===== src/hdl/lsdp_pkg.sv =====
// ----------------------------------------------------------------------------
// lsdp_pkg
// Sizes, codes and shared types of the LIFO stack with depth peek.
// ----------------------------------------------------------------------------
package lsdp_pkg;

   localparam int STACK_DEPTH   = 64;
   localparam int ELEMENT_WIDTH = 32;

   // fixed field widths of the channels
   localparam int DATA_W  = 32;
   localparam int KIND_W  = 2;
   localparam int DIDX_W  = 6;
   localparam int STAT_W  = 2;
   localparam int FILL_W  = 7;

   localparam int IDX_W   = $clog2(STACK_DEPTH);
   localparam int CNT_W   = $clog2(STACK_DEPTH + 1);

   // OR tree grouping for the read path
   localparam int GROUP_SIZE = 8;
   localparam int NUM_GROUPS = (STACK_DEPTH + GROUP_SIZE - 1) / GROUP_SIZE;

   typedef logic [ELEMENT_WIDTH-1:0] elem_type;
   typedef logic [IDX_W-1:0]         idx_type;
   typedef logic [CNT_W-1:0]         cnt_type;

   typedef enum logic [KIND_W-1:0] {
      KIND_PUSH  = 2'd0,
      KIND_POP   = 2'd1,
      KIND_PEEK  = 2'd2,
      KIND_DEPTH = 2'd3
   } kind_type;

   typedef enum logic [STAT_W-1:0] {
      STAT_OK    = 2'd0,
      STAT_EMPTY = 2'd1,
      STAT_FULL  = 2'd2,
      STAT_RANGE = 2'd3
   } status_type;

   typedef enum logic [1:0] {
      ST_IDLE,
      ST_GATHER,
      ST_MERGE
   } state_type;

   // control broadcast to every cell of the chain
   typedef struct packed {
      logic    push;     // shift towards the bottom, new element at the top
      logic    pop;      // shift towards the top
      logic    capture;  // load the read tap
      logic    rd_en;    // a read is wanted
      idx_type rd_idx;   // cell to read, 0 is the top
   } cell_ctrl_type;

endpackage


===== src/hdl/lsdp_cell.sv =====
// ----------------------------------------------------------------------------
// lsdp_cell
// One stack slot: shifts with its neighbours on push/pop, offers a read tap.
// ----------------------------------------------------------------------------
module lsdp_cell import lsdp_pkg::*; (
   input  logic          clock,
   input  cell_ctrl_type ctrl,
   input  idx_type       cell_idx,
   input  elem_type      above,
   input  elem_type      below,
   output elem_type      data,
   output elem_type      tap
);

   elem_type data_ff, data_in;
   elem_type tap_ff, tap_in;

   always_comb begin
      data_in = data_ff;
      if (ctrl.push) begin
         data_in = above;
      end else if (ctrl.pop) begin
         data_in = below;
      end
   end

   // tap sees the value before this transaction's shift
   always_comb begin
      tap_in = tap_ff;
      if (ctrl.capture) begin
         tap_in = (ctrl.rd_en && (ctrl.rd_idx == cell_idx)) ? data_ff : '0;
      end
   end

   always_ff @(posedge clock) begin
      data_ff <= data_in;
      tap_ff  <= tap_in;
   end

   assign data = data_ff;
   assign tap  = tap_ff;

endmodule


===== config.mk =====
export PLATFORM = sky130hd
export DESIGN_NAME = lsdp_cell
export DESIGN_NICKNAME = d
export VERILOG_FILES = /design/src/hdl/lsdp_pkg.sv /design/src/hdl/lsdp_cell.sv
export SDC_FILE = /design/constraint.sdc
export NUM_CORES = 1
export LEC_CHECK = 0
export BUFFER_PORTS_ARGS = -buffer_cell sky130_fd_sc_hd__buf_2
export CAP_MARGIN = 10
export CORE_ASPECT_RATIO = 0.8
export CORE_MARGIN = 5
export CORE_UTILIZATION = 39
export CTS_CLUSTER_DIAMETER = 120
export DETAILED_ROUTE_END_ITERATION = 8
export GPL_TIMING_DRIVEN = 0
export PLACE_DENSITY = 0.78
export SLEW_MARGIN = 20
export SYNTH_ARGS = -nofsm -noshare
export SYNTH_HDL_FRONTEND = slang
export SYNTH_SLANG_ARGS = --single-unit

===== constraint.sdc =====
create_clock -name clock -period 1.98 [get_ports clock]
set_clock_uncertainty 0.2 [all_clocks]
set_input_delay 0.198 -clock clock [delete_from_list [all_inputs] [get_ports clock]]
set_output_delay 0.198 -clock clock [all_outputs]
set_load 0.05 [all_outputs]

Word-level counts from Yosys, hierarchy flattened:

Index checks and enable logic that the tools add are counted.

* bits in registers: 64
* input bits: 81
* logic and storage cells: 7

* equal/unequal tests: 1
* mux-type cells: 2
* reduce and logical (&&, ||, !) cells: 2

Operators with widths (number)
* $mux 32: 2
* $eq 6x6->1: 1
* $reduce_bool 2->1: 1
* $logic_and 1x1->1: 1

Depth between registers and ports, before layout:

* depth after elaboration: 2
* mapped depth: 4

Worst setup path before layout:

Ideal clock, no wire load.

* path type: in2reg
* start: input ctrl[9] (netlist name)
* end: register data_ff[0], in the netlist data[0], enable pin
* setup time: 0.375 ns
* arrival time: 1.107 ns
* required time: 1.405 ns
* path slack: 0.299 ns
* stages: 3
* path buffers: 2
* path through: clkbuf_1 > buf_2 > or2_2

* longest elaborated chain between the ends: 1

Ends and longest elaborated chain
* start: declaration: line lsdp_cell.sv:7 `input cell_ctrl_type ctrl,`
* $reduce_bool 2->1 (no line)
* end signal: assignment: line lsdp_cell.sv:36 `data_ff <= data_in;`
* end: declaration: line lsdp_cell.sv:15 `elem_type data_ff, data_in;`

No other way between the ends.
A chain may end at the register's enable or synchronous reset.

Worst setup path after layout:

* start: input ctrl[9] (netlist name)
* end: register data_ff[6], in the netlist data[6], data pin

* longest elaborated chain between the ends: 1

Ends and longest elaborated chain
* $mux 32: line lsdp_cell.sv:20 `if (ctrl.push) begin`
* named net data_in[6]: line lsdp_cell.sv:15

The timed path passes the listed nets, and every way through them passes these cells.

==> impl_results.md <==
- Number of distinct standard cells referenced by the synthesized netlist: 12
- IO Count: 145
- Via count of the first global-routing pass: ~2500
- Root Buffer Master: clkbuf_8
- Site row count: 28
- Initial cell density of the core: between 30% and 40%
- Setup repair after global routing missed its margin: no
- Floorplan die width: between 100 and 150 um
- Global Route Usage Sum: 17.7%
- Post-route ant nets: 0
- CP Data Arrival Time: approximately 1.7 ns
- Avg Inst Size Synth: between 15 and 20 um2
- GRT Residual Overflow: 0
- Via density per instance: ~4.6
- Share of final-layout standard cells stronger than drive strength 1: 57.1%
- VDD IR max: 0.532 mV
- Cell types with the largest area share after synthesis: edfxtp_1 65%, nor4_2 13%, mux2_2 12%, nand2_1 4.2%, buf_2 1.5%
- Final Non-Filler Cells: between 500 and 600
- Clock edge transition at the registers on the reported setup and hold paths: 0.07 ns
- Initial DRC Count: 50
- Number of violations of the max-capacitance limit: 0
- Layout net count: a little under 500
- Clock tree from TritonCTS: yes
- Synthesis-to-layout area growth: 56.7%
- Cell taking the most area after synthesis: edfxtp_1
- Count of H-tree levels built during CTS: 3
- First-pass GRT wire length: approximately 13000 um
- Skew-Pair Late Insertion Delay: between 0.3 and 0.4 ns
- Outcome: finished, final reports clean
- Endpoints failing hold: 0
- Final hold slack: between 0.08 and 0.09 ns
- Share of the clock period used by the worst path after layout: between 90% and 100%
- PortBufs: approximately 140
- Core ar.: about 7400 um2
- Post-synth net total: 266
- Final estimated routing congestion in global placement: 0.842
- Critical path launch point type: input port
- Antenna violations before repair: 0
- N_diodes: 0
- Post-synthesis sequential area ratio: roughly 65%
- Fin. max-slew vios: 0
- Time the worst path needs with I/O delays and setup: 1.85 ns
- Pre-antenna DRT Iters: 4
- Power per cell area: approximately 800 nW/um2
- Number of sinks on the clock net: 64
- Post-Syn Instances: approximately 190
- Post-synthesis register bit count: between 60 and 70
- Number of endpoints failing setup at the final stage: 0
- Hold crit path type: input port to flop
- Post CTS Setup Buffer Count: 0
- Leakage component of the power: between 1.5 and 2 nW
- DRC errors left: 0
- Die span in y: between 80 and 90 um
- Vias post-DR: about 2400
- Slew at the pin closest to its max-slew limit: around 0.76 ns
- Headroom to the max-slew limit: roughly 49%
- Top cell type's share of synthesized area: between 60% and 70%
- Detail-routed net length per standard cell: ~16 um
- Final standard cell utilization of the core: between 60% and 70%
- Setup Total Neg Slack: 0 ns
- Critical path endpoint category: flop
- Half-perimeter wire length after placement: around 5400 um
- Top fanout value on the critical path: 10
- Critical setup path kind: input port to flop
- Layout fillers: 565
- Maximum clock frequency: about 540 MHz
- CTS Buf Count: 9
- Number of placed instances, taps included: between 400 and 500
- Total wirelength of the detailed-routed design: around 8200 um
- Netlist Area Pre-Place: approximately 3000 um2
- Count of yosys warnings during synthesis: 0
- CTS max path bufs: 2
- Maximum number of pins on one net before global-route repair: 33
- Full die area: 9430 um2
- Worst endpoint required time: about 1.9 ns
-- synth_stat cells, drive strengths merged --
| cell type | instances |
|---|---|
| edfxtp | 64 |
| clkbuf | 4 |
| buf | 12 |
| or2 | 1 |
| nand2 | 33 |
| mux2 | 32 |
| nor4 | 32 |
| xnor2 | 5 |
| nand3 | 1 |
| xor2 | 1 |
-- worst max-delay path, cell delays in order --
cell and delay (ns):
clkbuf_1 0.25, buf_2 0.33, mux2_2 0.39, dlygate4sd3_1 0.57
-- logic make-up after synthesis --
family,Yosys count,synth area share [%]
simple gates,67,17.9
flops,64,65.0
mux,32,12.2
buf+inv,16,3.17
xor+xnor,6,1.78
-- power breakdown --
group	internal, mW	switching [mW]	total, mW
registers	1.60	0.0466	1.64
logic	0.313	0.594	0.907
clock network	0.575	0.487	1.06
-- state kept, by name (all words and copies together) (netlist names) --
name  cells
tap      32
data     32
-- area by class of cell --
cell class              instances  area [um2]  area share (%)
plain buffers                  16        93.8            2.03
clock buffers                  10         128            2.76
clock inverters                 6        60.1            1.30
multi-input cells             105         941            20.3
flip-flops and latches         64        1920            41.5
well taps                     105         131            2.84
repair buffers                207        1360            29.3
-- timing repair --
item	in CTS	in global routing
gates resized for setup	0	0
endpoints found under the hold margin	32	0
hold buffers	64	0
-- worst paths after layout --
check	cells after the start	slack, ns	to	startpoint
setup / recovery	4	0.13	data[6]$_DFFE_PP_	ctrl[9]
hold / removal	3	0.09	tap[0]$_SDFFCE_PN0P_	ctrl[6]
setup reg to reg	2	0.94	tap[23]$_SDFFCE_PN0P_	data[23]$_DFFE_PP_
hold reg to reg	2	0.46	tap[1]$_SDFFCE_PN0P_	data[1]$_DFFE_PP_
-- routing by layer --
metal,vias up,wire length (um),GRT usage [%]
met1,1118,2970,18.6
met2,100,4250,31.7
met5,-,0,0
met4,0,166,6.54
li1,1142,-,-
met3,18,769,7.74
-- cells in the final DEF (no fill, tap or decap) --
cell type	n
nor4_2	30
clkinv_4	1
edfxtp_1	64
clkinv_2	2
bufinv_16	1
dlygate4sd3_1	64
clkinv_1	1
nand2_1	33
xnor2_1	5
or2_2	1
buf_2	152
mux2_2	32
xor2_1	1
clkbuf_8	9
nand3_2	1
clkinvlp_4	1
clkbuf_1	5
buf_6	3
nor4_1	2
-- stage by stage --
| stage | total power, mW | instance area [um2] | setup WS [ns] |
|---|---|---|---|
| after global placement | 2.44 | 3800 | -0.0135 |
| after floorplan | 2.22 | 2960 | 0.299 |
| final | 3.61 | 4630 | 0.128 |
| after CTS | 3.64 | 4630 | 0.161 |
| after global routing | 3.77 | 4630 | 0.0987 |
| after detailed placement | 2.45 | 3800 | -0.0406 |
(Power assumes the default switching activity.)
